`src/sv/svlp_pkg.sv`:
```
// shared types and constants of the schema lexical value parser
package svlp_pkg;

    // configured value types
    localparam logic [2:0] TYPE_ANY    = 3'd0;
    localparam logic [2:0] TYPE_DEC    = 3'd1;
    localparam logic [2:0] TYPE_DATE   = 3'd2;
    localparam logic [2:0] TYPE_POS    = 3'd3;
    localparam logic [2:0] TYPE_NONNEG = 3'd4;

    // characters
    localparam logic [7:0] CH_PLUS  = 8'h2B;
    localparam logic [7:0] CH_MINUS = 8'h2D;
    localparam logic [7:0] CH_POINT = 8'h2E;
    localparam logic [7:0] CH_0     = 8'h30;
    localparam logic [7:0] CH_1     = 8'h31;
    localparam logic [7:0] CH_2     = 8'h32;
    localparam logic [7:0] CH_3     = 8'h33;
    localparam logic [7:0] CH_9     = 8'h39;

    localparam logic [7:0] COUNT_MAX = 8'hFF;

    typedef enum logic [3:0] {
        PH_START = 4'd0,
        PH_INT   = 4'd1,
        PH_FRAC  = 4'd2,
        PH_MON1  = 4'd3,
        PH_MON2  = 4'd4,
        PH_DASH2 = 4'd5,
        PH_DAY1  = 4'd6,
        PH_DAY2  = 4'd7,
        PH_DONE  = 4'd8
    } phase_t;

    typedef struct packed {
        logic [7:0] ch;
        logic       end_of_value;
    } in_t;

    typedef struct packed {
        logic        valid_res;
        logic [63:0] magnitude;
        logic        negative;
        logic [7:0]  frac_digits;
        logic [7:0]  total_digits;
    } out_t;

    typedef struct packed {
        phase_t      phase;
        logic [63:0] accum;
        logic [7:0]  int_count;
        logic [7:0]  frac_count;
        logic        neg_seen;
        logic        failed;
        logic [7:0]  held_char;
    } state_t;

    localparam state_t STATE_CLEAR = '{
        phase:      PH_START,
        accum:      64'd0,
        int_count:  8'd0,
        frac_count: 8'd0,
        neg_seen:   1'b0,
        failed:     1'b0,
        held_char:  8'd0
    };

    function automatic logic [7:0] sat_inc(input logic [7:0] n);
        sat_inc = (n == COUNT_MAX) ? n : n + 8'd1;
    endfunction

endpackage

```
`src/sv/svlp_step.sv`:
```
// per-item update of the parse state and the verdict at the end of a value
module svlp_step (
    input  logic [2:0]       value_type,
    input  svlp_pkg::state_t state,
    input  svlp_pkg::in_t    item,
    output svlp_pkg::state_t state_next,
    output svlp_pkg::out_t   result
);

    logic [7:0]  c;
    logic        digit;
    logic [3:0]  dval;
    logic [63:0] acc10;
    logic        is_dec;
    logic        is_num;
    logic        minus_ok;
    logic        ok;
    logic [8:0]  tot;

    assign c        = item.ch;
    assign digit    = (c >= svlp_pkg::CH_0) && (c <= svlp_pkg::CH_9);
    assign dval     = c[3:0];
    // accum * 10 + digit as two shifted terms
    assign acc10    = {state.accum[60:0], 3'b000} + {state.accum[62:0], 1'b0}
                    + {60'd0, dval};
    assign is_dec   = (value_type == svlp_pkg::TYPE_DEC);
    assign is_num   = is_dec || (value_type == svlp_pkg::TYPE_POS)
                    || (value_type == svlp_pkg::TYPE_NONNEG);
    assign minus_ok = is_dec || (value_type == svlp_pkg::TYPE_NONNEG);
    assign tot      = {1'b0, state.int_count} + {1'b0, state.frac_count};

    always_comb
    begin
        state_next = state;
        if (item.end_of_value)
        begin
            state_next = svlp_pkg::STATE_CLEAR;
        end
        else if (!state.failed && is_num)
        begin
            if (digit && (state.phase == svlp_pkg::PH_START
                          || state.phase == svlp_pkg::PH_INT
                          || state.phase == svlp_pkg::PH_FRAC))
            begin
                state_next.accum = acc10;
                if (state.phase == svlp_pkg::PH_FRAC)
                    state_next.frac_count = svlp_pkg::sat_inc(state.frac_count);
                else
                    state_next.int_count = svlp_pkg::sat_inc(state.int_count);
                if (state.phase == svlp_pkg::PH_START)
                    state_next.phase = svlp_pkg::PH_INT;
            end
            else if (state.phase == svlp_pkg::PH_START
                     && (c == svlp_pkg::CH_PLUS || (c == svlp_pkg::CH_MINUS && minus_ok)))
            begin
                state_next.neg_seen = (c == svlp_pkg::CH_MINUS);
                state_next.phase    = svlp_pkg::PH_INT;
            end
            else if (is_dec && c == svlp_pkg::CH_POINT
                     && (state.phase == svlp_pkg::PH_START
                         || state.phase == svlp_pkg::PH_INT))
            begin
                state_next.phase = svlp_pkg::PH_FRAC;
            end
            else
            begin
                state_next.failed = 1'b1;
            end
        end
        else if (!state.failed && value_type == svlp_pkg::TYPE_DATE)
        begin
            unique case (state.phase)
                svlp_pkg::PH_START:
                begin
                    if (c == svlp_pkg::CH_MINUS)
                        state_next.phase = svlp_pkg::PH_INT;
                    else if (digit)
                    begin
                        state_next.int_count = svlp_pkg::sat_inc(state.int_count);
                        state_next.phase     = svlp_pkg::PH_INT;
                    end
                    else
                        state_next.failed = 1'b1;
                end
                svlp_pkg::PH_INT:
                begin
                    if (digit)
                        state_next.int_count = svlp_pkg::sat_inc(state.int_count);
                    else if (c == svlp_pkg::CH_MINUS && state.int_count >= 8'd4)
                        state_next.phase = svlp_pkg::PH_MON1;
                    else
                        state_next.failed = 1'b1;
                end
                svlp_pkg::PH_MON1:
                begin
                    if (c == svlp_pkg::CH_0 || c == svlp_pkg::CH_1)
                    begin
                        state_next.held_char = c;
                        state_next.phase     = svlp_pkg::PH_MON2;
                    end
                    else
                        state_next.failed = 1'b1;
                end
                svlp_pkg::PH_MON2:
                begin
                    // month 00 and 13..19 rejected
                    if (!digit || (state.held_char == svlp_pkg::CH_0 && c == svlp_pkg::CH_0)
                        || (state.held_char == svlp_pkg::CH_1 && c > svlp_pkg::CH_2))
                        state_next.failed = 1'b1;
                    else
                        state_next.phase = svlp_pkg::PH_DASH2;
                end
                svlp_pkg::PH_DASH2:
                begin
                    if (c == svlp_pkg::CH_MINUS)
                        state_next.phase = svlp_pkg::PH_DAY1;
                    else
                        state_next.failed = 1'b1;
                end
                svlp_pkg::PH_DAY1:
                begin
                    if (c >= svlp_pkg::CH_0 && c <= svlp_pkg::CH_3)
                    begin
                        state_next.held_char = c;
                        state_next.phase     = svlp_pkg::PH_DAY2;
                    end
                    else
                        state_next.failed = 1'b1;
                end
                svlp_pkg::PH_DAY2:
                begin
                    // day 00 and 32..39 rejected
                    if (!digit || (state.held_char == svlp_pkg::CH_0 && c == svlp_pkg::CH_0)
                        || (state.held_char == svlp_pkg::CH_3 && c > svlp_pkg::CH_1))
                        state_next.failed = 1'b1;
                    else
                        state_next.phase = svlp_pkg::PH_DONE;
                end
                default:
                begin
                    state_next.failed = 1'b1;
                end
            endcase
        end
    end

    always_comb
    begin
        ok = !state.failed;
        if (value_type == svlp_pkg::TYPE_DATE && state.phase != svlp_pkg::PH_DONE)
            ok = 1'b0;
        if (value_type == svlp_pkg::TYPE_NONNEG && state.neg_seen && state.accum != 64'd0)
            ok = 1'b0;

        result              = '0;
        result.valid_res    = ok;
        if (ok && is_num)
        begin
            result.magnitude    = state.accum;
            result.total_digits = tot[8] ? svlp_pkg::COUNT_MAX : tot[7:0];
            if (is_dec)
            begin
                result.negative    = state.neg_seen;
                result.frac_digits = state.frac_count;
            end
        end
    end

endmodule

```
`src/sv/schema_lexical_value_parser_core.sv`:
```
// an item accepted into the input register is processed from there; an end item loads
//   a verdict into the result register, which drives out_valid, once that register is free
// throughput: one character item per cycle except while an end item waits on a full result
//   register; set by the single multiply-by-ten add and phase update between the two registers
// reset: rst_n clears the value type to any string, the partial value and both
//   valid flags at once
module schema_lexical_value_parser_core (
    input  logic           clk,
    input  logic           rst_n,
    input  logic           cfg_wr_en,
    input  logic [2:0]     cfg_wr_data,
    input  logic           in_valid,
    output logic           in_ready,
    input  svlp_pkg::in_t  in_data,
    output logic           out_valid,
    input  logic           out_ready,
    output svlp_pkg::out_t out_data
);

    logic             in_vld_reg;
    logic             in_vld_next;
    svlp_pkg::in_t    in_reg;
    logic             res_vld_reg;
    logic             res_vld_next;
    svlp_pkg::out_t   res_reg;
    svlp_pkg::state_t state_reg;
    svlp_pkg::state_t state_next;
    svlp_pkg::state_t step_state;
    svlp_pkg::out_t   step_result;
    logic [2:0]       type_reg;
    logic             proceed;

    svlp_step u_step (
        .value_type (type_reg),
        .state      (state_reg),
        .item       (in_reg),
        .state_next (step_state),
        .result     (step_result)
    );

    // an end item waits only while the result register is full and not taken
    assign proceed  = in_vld_reg && (!in_reg.end_of_value || !res_vld_reg || out_ready);
    assign in_ready = !in_vld_reg || proceed;

    always_comb
    begin
        in_vld_next  = in_ready ? in_valid : in_vld_reg;
        res_vld_next = (proceed && in_reg.end_of_value) ? 1'b1
                     : (out_ready ? 1'b0 : res_vld_reg);
        state_next   = state_reg;
        if (cfg_wr_en)
            state_next = svlp_pkg::STATE_CLEAR;
        else if (proceed)
            state_next = step_state;
    end

    always_ff @(posedge clk or negedge rst_n)
    begin
        if (!rst_n)
        begin
            in_vld_reg  <= 1'b0;
            res_vld_reg <= 1'b0;
            state_reg   <= svlp_pkg::STATE_CLEAR;
            type_reg    <= svlp_pkg::TYPE_ANY;
        end
        else
        begin
            in_vld_reg  <= in_vld_next;
            res_vld_reg <= res_vld_next;
            state_reg   <= state_next;
            if (cfg_wr_en)
                type_reg <= cfg_wr_data;
        end
    end

    always_ff @(posedge clk)
    begin
        if (in_ready && in_valid)
            in_reg <= in_data;
        if (proceed && in_reg.end_of_value)
            res_reg <= step_result;
    end

    assign out_valid = res_vld_reg;
    assign out_data  = res_reg;

endmodule

```
`config.mk`:
```
export PLATFORM = sky130hd
export DESIGN_NAME = schema_lexical_value_parser_core
export DESIGN_NICKNAME = d
export VERILOG_FILES = /design/src/sv/svlp_pkg.sv /design/src/sv/svlp_step.sv /design/src/sv/schema_lexical_value_parser_core.sv
export SDC_FILE = /design/constraint.sdc
export NUM_CORES = 1
export LEC_CHECK = 0
export ABC_CLOCK_PERIOD_IN_PS = 7600
export BUFFER_PORTS_ARGS = -buffer_cell sky130_fd_sc_hd__buf_2
export CORE_AREA = 2 2 190 229
export DETAILED_ROUTE_END_ITERATION = 16
export DIE_AREA = 0 0 192 231
export PLACE_DENSITY = 0.57
export SLEW_MARGIN = 40
export SYNTH_ARGS = -nofsm -noshare
export SYNTH_HDL_FRONTEND = slang
export SYNTH_SLANG_ARGS = --single-unit
```
`constraint.sdc`:
```
create_clock -name clk -period 7.6 [get_ports clk]
set_clock_uncertainty 0.2 [all_clocks]
set_input_delay 0.38 -clock clk [delete_from_list [all_inputs] [get_ports clk]]
set_output_delay 0.38 -clock clk [all_outputs]
set_load 0.05 [all_outputs]
```
Yosys cells after proc, flatten, opt, wreduce, memory -nomap -nowiden
Cells that the tools add are included.
- register bits: 190
- logic and storage cells: 193
- bits of input ports: 17
- output and inout bits: 84
- add/sub/neg operators: 5
- multiplexer cells: 56
- reduce and logical (&&, ||, !) cells: 59
- $lt $le $gt $ge: 6
- equality and inequality tests: 50
- operators with widths (kind ; number):
    2-to-1 mux 94 bit ; 3
    2-to-1 mux 8 bit ; 12
    2-to-1 mux 80 bit ; 1
    adder 64 x 4 -> 64 bit ; 1
    adder 64 bit ; 1
    == test 8 x 6 -> 1 bit, second input constant ; 8
    2-to-1 mux 64 bit ; 1
    nonzero test 64 bit ; 1
    2-to-1 mux 4 bit ; 15
    != test 5 x 4 -> 1 bit, second input constant ; 8
    one-hot mux 8 bit (2 select lines) ; 2
    one-hot mux 4 bit (7 select lines) ; 1
    != test 5 x 3 -> 1 bit, second input constant ; 5
    != test 4 bit, second input constant ; 6
    logical AND 1 bit ; 20
    2-to-1 mux 9 bit ; 2
    2-to-1 mux 1 bit ; 17
    adder 8 x 1 -> 8 bit, second input constant ; 2
    == test 4 x 3 -> 1 bit, second input constant ; 4
    == test 8 bit, second input constant ; 2
    > comparator 8 x 6 -> 1 bit, second input constant ; 2
    <= comparator 8 x 6 -> 1 bit, second input constant ; 2
    != test 5 bit, second input constant ; 3
    nonzero test 3 bit ; 5
    28 further kinds ; 52

Longest topological paths before layout
Gate-level depths: netlist of the first run.
- depth after elaboration: 12
- mapped depth: 13
- depth with buffers taken out: 13

By module
From an unflattened synthesis of the first run, not the netlist that was laid out.
- cell total of the unflattened synthesis: 1489
- area, all modules: 13844.5 µm²
- by module, submodules not included (module ; cells an instance ; times used ; area each (µm²) ; sequential area each (µm²)):
    svlp_step ; 1171 ; 1 ; 7574.8 ; 0.0
    schema_lexical_value_parser_core ; 318 ; 1 ; 6269.8 ; 5210.0

Worst setup path after synthesis of the first run
Ideal clock, no wire load.
- path kind: flip-flop to flip-flop
- start point: reg res_vld_reg (netlist: out_valid)
- end point: reg res_reg, in the netlist out_data[0], enable pin
- required time: 6.877 ns
- setup time: 0.523 ns
- period minus slack after synthesis: 4.948 ns
- arrival time: 4.226 ns
- path buffers: 0
- stages on the path, launching flop included: 3
- slack: 2.652 ns
- path through: dfrtp_1 -> nor2b_1 -> nor2_1
- cells in the longest elaborated chain, start to end: 5
- RTL lines (what ; RTL line ; source):
    start, declared ; schema_lexical_value_parser_core.sv:23 ; logic res_vld_reg;
    start signal, assigned ; schema_lexical_value_parser_core.sv:69 ; res_vld_reg <= res_vld_next;
    logical NOT 1 bit ; schema_lexical_value_parser_core.sv:42 ; assign proceed = in_vld_reg && (!in_reg.end_of_value || !res_vld_reg || out_ready);
    logical OR 1 bit (2 in series) ; schema_lexical_value_parser_core.sv:42 ;
    logical AND 1 bit ; schema_lexical_value_parser_core.sv:42 ;
    logical AND 1 bit ; schema_lexical_value_parser_core.sv:80 ; if (proceed && in_reg.end_of_value)
    end signal, assigned ; schema_lexical_value_parser_core.sv:81 ; res_reg <= step_result;
    end, declared ; schema_lexical_value_parser_core.sv:25 ; svlp_pkg::out_t res_reg;
No other way between the ends.
A chain may end at the register's enable or synchronous reset.

Worst setup path in the final report of the first run
- start point: reg state_reg[26] in the netlist's numbering
- end point: reg state_reg[87] in the netlist's numbering
- cells in the longest elaborated chain, start to end: 7
- RTL lines (what ; RTL line ; source):
    start, declared ; schema_lexical_value_parser_core.sv:26 ; svlp_pkg::state_t state_reg;
    start signal, assigned ; schema_lexical_value_parser_core.sv:63 ; state_reg <= svlp_pkg::STATE_CLEAR;
    start signal, assigned ; schema_lexical_value_parser_core.sv:70 ; state_reg <= state_next;
    adder 64 bit ; svlp_step.sv:24 ; assign acc10 = {state.accum[60:0], 3'b000} + {state.accum[62:0], 1'b0}
    adder 64 x 4 -> 64 bit ; svlp_step.sv:25 ; + {60'd0, dval};
    2-to-1 mux 80 bit ; svlp_step.sv:41 ; if (digit && (state.phase == svlp_pkg::PH_START
    2-to-1 mux 64 bit ; svlp_step.sv:39 ; else if (!state.failed && is_num)
    2-to-1 mux 94 bit ; svlp_step.sv:35 ; if (item.end_of_value)
    2-to-1 mux 94 bit ; schema_lexical_value_parser_core.sv:53 ; else if (proceed)
    2-to-1 mux 94 bit ; schema_lexical_value_parser_core.sv:51 ; if (cfg_wr_en)
No other way between the ends. The select of a mux whose other input is x is not followed.

==> impl_metrics.py, run 1 <==
metrics = {
    "grt": {
        "first_global_vias": 10200,
        "grt_util_met1": 0.200,
        "grt_first_pass_wirelength_um": 56200,
        "globalRoute.totalOverflow": 0,
        "groute.usage.overall": 0.162,
        "gr-max-usage-layer": "met2",
        "globalRouteMet3Util": 0.0207,
        "grt_start_max_net_pins": 83,
        "global_route.usage.met2": 0.291,
        "grt_antenna_before_repair": 0,
    },
    "yosys": {
        "synthesis.area_per_instance_um2": 9.47,
        "yosys.area.top_type": "edfxtp_1",
        "ys_seq_elements": 190,
        "dominant_synthesized_flop_cell": "dfrtp_1",
        "syn-num-nets": 1471,
        "ys_types": 63,
        "netlist_instances": 1318,
        "synth_top_cells_by_area": "edfxtp_1 22%, dfrtp_1 20%, ha_1 13%",
        "synthArstFlopShare": 0.521,
        "synth_top_area_frac": 0.219,
        "synth-seq-area-share": 0.417,
        "synthesis_warning_total": 0,
        "synth_enable_flop_cells": 91,
        "post_synth_instance_area_um2": 12500,
    },
    "clock_network": {
        "ctsResizeCount": 0,
        "clock_insertion_delay_worst_skew_ps": 470,
        "cts_root_buffer": "clkbuf_16",
        "clockBufferDepth": 2,
        "cts_num_sinks": 190,
        "clock_tree_from_tritoncts": "done",
        "htreeDepth": 4,
        "numCtsBuffers": 17,
        "path_clk_slew_ps": 80,
        "cts_setup_buffers": 0,
        "cts_hold_repair.buffers": 14,
    },
    "cells_and_area": {
        "syn_to_final_growth_pct": 14.9,
        "most-common-layout-cells": "146 x nand2_1, 133 x ha_1, 115 x o21ai_0",
        "drive_above_1_share": 0.112,
        "largest_register_ff_count": 94,
        "num_antenna_cells": 0,
        "most_common_cell_after_layout_fill_and_taps_aside": "nand2_1",
        "final_core_utilization": 0.339,
        "nets": 1559,
    },
    "critical_path": {
        "crit_path_start_kind": "register",
        "data_arrival_time_at_the_worst_slack_endpoint_ps": 4190,
        "critPathCaptureType": "register",
        "crit_required_ps": 7770,
        "timing.reg2reg.worst_path_depth": 13,
        "critical_path_launch_point": "state_reg[26]$_DFFE_PN0P_",
        "setup.worst_path.class": "reg2reg",
        "max_fanout_on_critical_path": 4,
        "regToRegStartpoint": "state_reg[26]$_DFFE_PN0P_",
    },
    "power_and_ir_drop": {
        "power_leakage_uw": 0.00616,
        "power_per_cell_area_nw_per_um2": 162,
        "vdd.ir_drop.worst_mv": 0.141,
    },
    "floorplanning": {
        "floorplan.die_area_um2": 44400,
        "fp.dieH_um": 231,
        "core_um2": 42400,
        "floorplan.initialDensity": 0.295,
        "fp.dieW_um": 192,
        "std_cell_rows": 83,
        "io_pins": 101,
    },
    "sta": {
        "setup_tns_ps": 0,
        "layout_worst_path_cycle_share": 0.529,
        "timing.max_slew.rel_slack": 0.475,
        "worstMarginPinSlew_ps": 778,
        "final-hold-violation-count": 0,
        "timing.fmax_mhz": 249,
        "grt_setup_unrepaired": "false",
        "report.final.setup_viol": 0,
        "period_needed_ps": 4020,
        "report.final.slew_viol_count": 0,
    },
    "min_path": {
        "hp-class": "in2reg",
        "min-delay-start": "out_ready",
        "min_path_cells": 3,
    },
    "place": {
        "port_buffers": 100,
        "detailedPlacementHpwl_um": 26400,
        "gp_congestion": 0.895,
    },
    "drt": {
        "antenna_violating_nets_post_route": 0,
        "wl_um": 35500,
        "drtPass1Iterations": 5,
        "route.detailed.drc": 0,
        "detailedRoute.firstIterationViolations": 714,
        "routed_wire_length_per_instance_um": 18.0,
        "post_drt_via_cell_ratio": 5.16,
        "dr_total_vias": 10200,
    },
    "job": {
        "drv_cap": 0,
    },
    "outcome": {
        "outcome": "complete, no violations",
    },
}
layout make-up:
| class | count | area (µm²) |
|---|---|---|
| clock buffer | 17 | 425 |
| inverter | 40 | 150 |
| fill | 4356 | 28000 |
| timing repair buffer | 123 | 739 |
| sequential | 190 | 5210 |
| multi-input combinational | 1034 | 6950 |
| clock inverter | 15 | 178 |
| tap | 552 | 691 |
per-stage QoR:
| stage | instance area [µm²] | hold WS, ps | power [µW] | cells | setup WS, ps |
|---|---|---|---|---|---|
| detailed placement | 13600 | 259 | 1400 | 1923 | 3540 |
| finish | 14300 | 74.9 | 2330 | 1971 | 3580 |
| global route | 14300 | 92.2 | 2410 | 1971 | 3170 |
| CTS | 14300 | 64.8 | 2350 | 1969 | 3530 |
| global placement | 13500 | 252 | 1400 | 1923 | 3690 |
| floorplan | 12500 | -116 | 1320 | 1318 | 2650 |
critical path, cell delays in order, from the launching register on:
cell and delay, ps:
dfrtp_1 400, inv_1 100, fa_1 510, inv_1 70, ha_1 270, a21oi_1 80
nor3b_1 340, o211ai_1 240, a211oi_1 380, o21ai_0 260, a211oi_1 420, o21ai_0 200
a21o_1 200, a32o_1 240
logic make-up after synthesis:
kind of cell               Yosys count  synth area share
and+or+nand+nor                    464             0.187
AOI/OAI and AO/OA                  356             0.173
DFF                                190             0.417
adders and majority gates          136             0.138
buffers and inverters               94            0.0288
xor gates and xnor gates            72            0.0505
muxes                                6           0.00511
where the power goes:
| part | switching (µW) | internal (µW) |
|---|---|---|
| logic | 185 | 55.2 |
| clock network | 474 | 471 |
| registers | 28.6 | 1110 |
| total | 687 | 1640 |
metal layers:
layer	wire length, µm	up-vias
li1	-	4987
met1	15500	4956
met2	18000	182
met3	1170	40
met4	788	0
met5	0	-
path summary, 6_finish.rpt:
path,endpoint,slack [ps]
max reg2reg,state_reg[87]$_DFFE_PN0P_,3580
max in group asynchronous,state_reg[21]$_DFFE_PN0P_,5870
min reg2reg,state_reg[4]$_DFFE_PN0P_,280
min,out_valid$_DFFE_PN0P_,70
min in group asynchronous,state_reg[10]$_DFFE_PN0P_,300
max,state_reg[87]$_DFFE_PN0P_,3580
cells in the mapped netlist, types with 29 or more instances:
cell / n
a21oi_1: 106
and2_1: 77
clkbuf_1: 48
dfrtp_1: 99
edfxtp_1: 91
ha_1: 133
inv_1: 40
nand2_1: 146
nand4_1: 30
nor2_1: 73
nor4_1: 29
o21ai_0: 115
xnor2_1: 43
xor2_1: 29
(Power assumes the default switching activity.)
==> inputs of run 2 (changes only) <==
- ABC_CLOCK_PERIOD_IN_PS: 7600 -> 3710
- clock period: 7.6 -> 3.71 ns (I/O delays scaled with it)
==> run 2 against run 1 <==
Setup slack worse by 3500 ps. Wire length increased by 1.9%. Global-route usage grew 0.42 points. Sequential power up 100%. Highest routed layer unchanged.
==> impl_metrics.py, run 2 (synthesis results as in run 1) <==
metrics = {
    "sta": {
        "period_needed_ps": 3630,
        "layout_worst_path_cycle_share": 0.978,
        "timing.max_slew.rel_slack": 0.457,
        "final-hold-violation-count": 0,
        "report.final.setup_viol": 0,
        "timing.fmax_mhz": 276,
        "report.final.slew_viol_count": 0,
        "worstMarginPinSlew_ps": 814,
    },
    "cells_and_area": {
        "final_core_utilization": 0.357,
        "drive_above_1_share": 0.169,
        "num_antenna_cells": 0,
        "most_common_cell_after_layout_fill_and_taps_aside": "nand2_1",
        "largest_register_ff_count": 94,
        "most-common-layout-cells": "146 x nand2_1, 125 x ha_1, 111 x o21ai_0",
        "nets": 1641,
        "syn_to_final_growth_pct": 21.2,
    },
    "critical_path": {
        "total_buffers_and_inverters_traversed_by_the_critical_path": 1,
        "crit_required_ps": 3880,
        "critPathMostFrequentCell": "ha_1",
        "regToRegStartpoint": "state_reg[59]$_DFFE_PN0P_",
        "setup.worst_path.class": "reg2reg",
        "crit_path_start_kind": "register",
        "worst-r2r-setup-slack_ps": 80,
        "timing.critical_path.slowest_cell_delay_ps": 550,
        "cp_top_family": "simple AND/OR/NAND/NOR gates",
        "slowest_stage": "or4_4",
        "data_arrival_time_at_the_worst_slack_endpoint_ps": 3800,
        "critical_path_launch_point": "state_reg[59]$_DFFE_PN0P_",
        "crit_chain": "ha_1 > ha_1 > nand4_1 > or4_4 > or4_1 > a31o_2 > a21oi_1 > buf_4 > o21ai_1 > a21o_1 > a32o_1",
        "critPathCaptureType": "register",
        "max_fanout_on_critical_path": 3,
    },
    "clock_network": {
        "clock_insertion_delay_worst_skew_ps": 480,
        "path_clk_slew_ps": 80,
        "clock_tree_from_tritoncts": "done",
        "htreeDepth": 4,
        "numCtsBuffers": 17,
        "cts_root_buffer": "clkbuf_16",
        "cts_num_sinks": 190,
        "clockBufferDepth": 2,
    },
    "grt": {
        "grt_util_met1": 0.202,
        "globalRouteMet3Util": 0.0220,
        "global_route.usage.met2": 0.297,
        "gr-max-usage-layer": "met2",
        "grt_antenna_before_repair": 0,
        "globalRoute.totalOverflow": 0,
        "first_global_vias": 10600,
        "grt_first_pass_wirelength_um": 57500,
        "groute.usage.overall": 0.167,
        "grt_start_max_net_pins": 66,
    },
    "floorplanning": {
        "core_um2": 42400,
        "fp.dieW_um": 192,
        "floorplan.initialDensity": 0.295,
        "fp.dieH_um": 231,
        "io_pins": 101,
        "std_cell_rows": 83,
        "floorplan.die_area_um2": 44400,
    },
    "place": {
        "gp_congestion": 0.901,
        "port_buffers": 100,
        "detailedPlacementHpwl_um": 27300,
    },
    "min_path": {
        "hp-class": "in2reg",
        "min-delay-start": "cfg_wr_en",
    },
    "drt": {
        "post_drt_via_cell_ratio": 5.10,
        "detailedRoute.firstIterationViolations": 703,
        "dr_total_vias": 10500,
        "antenna_violating_nets_post_route": 0,
        "wl_um": 36100,
        "routed_wire_length_per_instance_um": 17.6,
        "drtPass1Iterations": 5,
        "route.detailed.drc": 0,
    },
    "outcome": {
        "outcome": "complete, no violations",
    },
    "power_and_ir_drop": {
        "power_per_cell_area_nw_per_um2": 317,
        "vdd.ir_drop.worst_mv": 0.301,
        "power_leakage_uw": 0.00656,
        "p_total_uw": 4800,
    },
    "job": {
        "drv_cap": 0,
    },
}
run 2: cell count changes in the layout (fill, tap and decap cells not counted), sizes merged:
cell	previous run	this run
inv	47	50
clkinv	6	3
buf	109	186
dlygate4sd3	14	19
run 2: repair_timing:
| action | in CTS | in global routing |
|---|---|---|
| pin swaps | 0 | 8 |
| hold endpoints to repair | 74 | 0 |
| hold buffers | 19 | 0 |
| endpoints found under the setup margin | 4 | 17 |
| buffers inserted | 0 | 3 |
| gates resized for setup | 4 | 22 |
run 2: layer usage:
layer,part of all wire,vias to the layer above
met1,0.43,5056
met5,0,-
met4,0.027,0
met3,0.029,54
met2,0.51,205
li1,-,5157
run 2: power by group:
part           leakage, µW  total (µW)  switching [µW]  internal [µW]
logic              0.00406         523             387            137
registers          0.00220        2330            52.0           2280
clock network     0.000294        1950             976            971
run 2: worst paths after layout:
path,endpoint,cells after the start
min,state_reg[8]$_DFFE_PN0P_,3
max reg2reg,state_reg[86]$_DFFE_PN0P_,11
max in group asynchronous,state_reg[40]$_DFFE_PN0P_,3
min in group asynchronous,state_reg[10]$_DFFE_PN0P_,2
max,state_reg[86]$_DFFE_PN0P_,11
min reg2reg,state_reg[4]$_DFFE_PN0P_,1
run 2: final cells by class:
| class | count | area [µm²] |
|---|---|---|
| Sequential cell | 190 | 5210 |
| Inverter | 40 | 150 |
| Clock buffer | 17 | 425 |
| Multi-Input combinational cell | 1034 | 7090 |
| Tap cell | 552 | 691 |
| Timing Repair Buffer | 205 | 1380 |
| Fill cell | 4325 | 27200 |
| Clock inverter | 15 | 181 |
run 2: worst reg2reg max path, delay by kind of cell, from the launching register on:
kind / cells / cell delay [ps]
AND/OR/NAND/NOR: 3 / 1220
flip-flops: 1 / 420
buffers and inverters: 1 / 140
AO/OA/AOI/OAI: 5 / 920
adder cells (fa/ha/maj): 2 / 620
run 2: per-stage QoR:
stage / worst slack [ps] / std cells / hold slack (ps) / setup TNS, ps / instance area [µm²]
2_1_floorplan: 131 / 1318 / -310 / 0 / 12500
3_3_place_gp: -59.3 / 1999 / 164 / -59.3 / 14200
3_5_place_dp: -122 / 1999 / 51.8 / -178 / 14200
4_1_cts: 25.8 / 2050 / 29.1 / 0 / 15000
5_1_grt: -43.7 / 2053 / 65.7 / -81.1 / 15100
6_report: 82.5 / 2053 / 41.7 / 0 / 15100
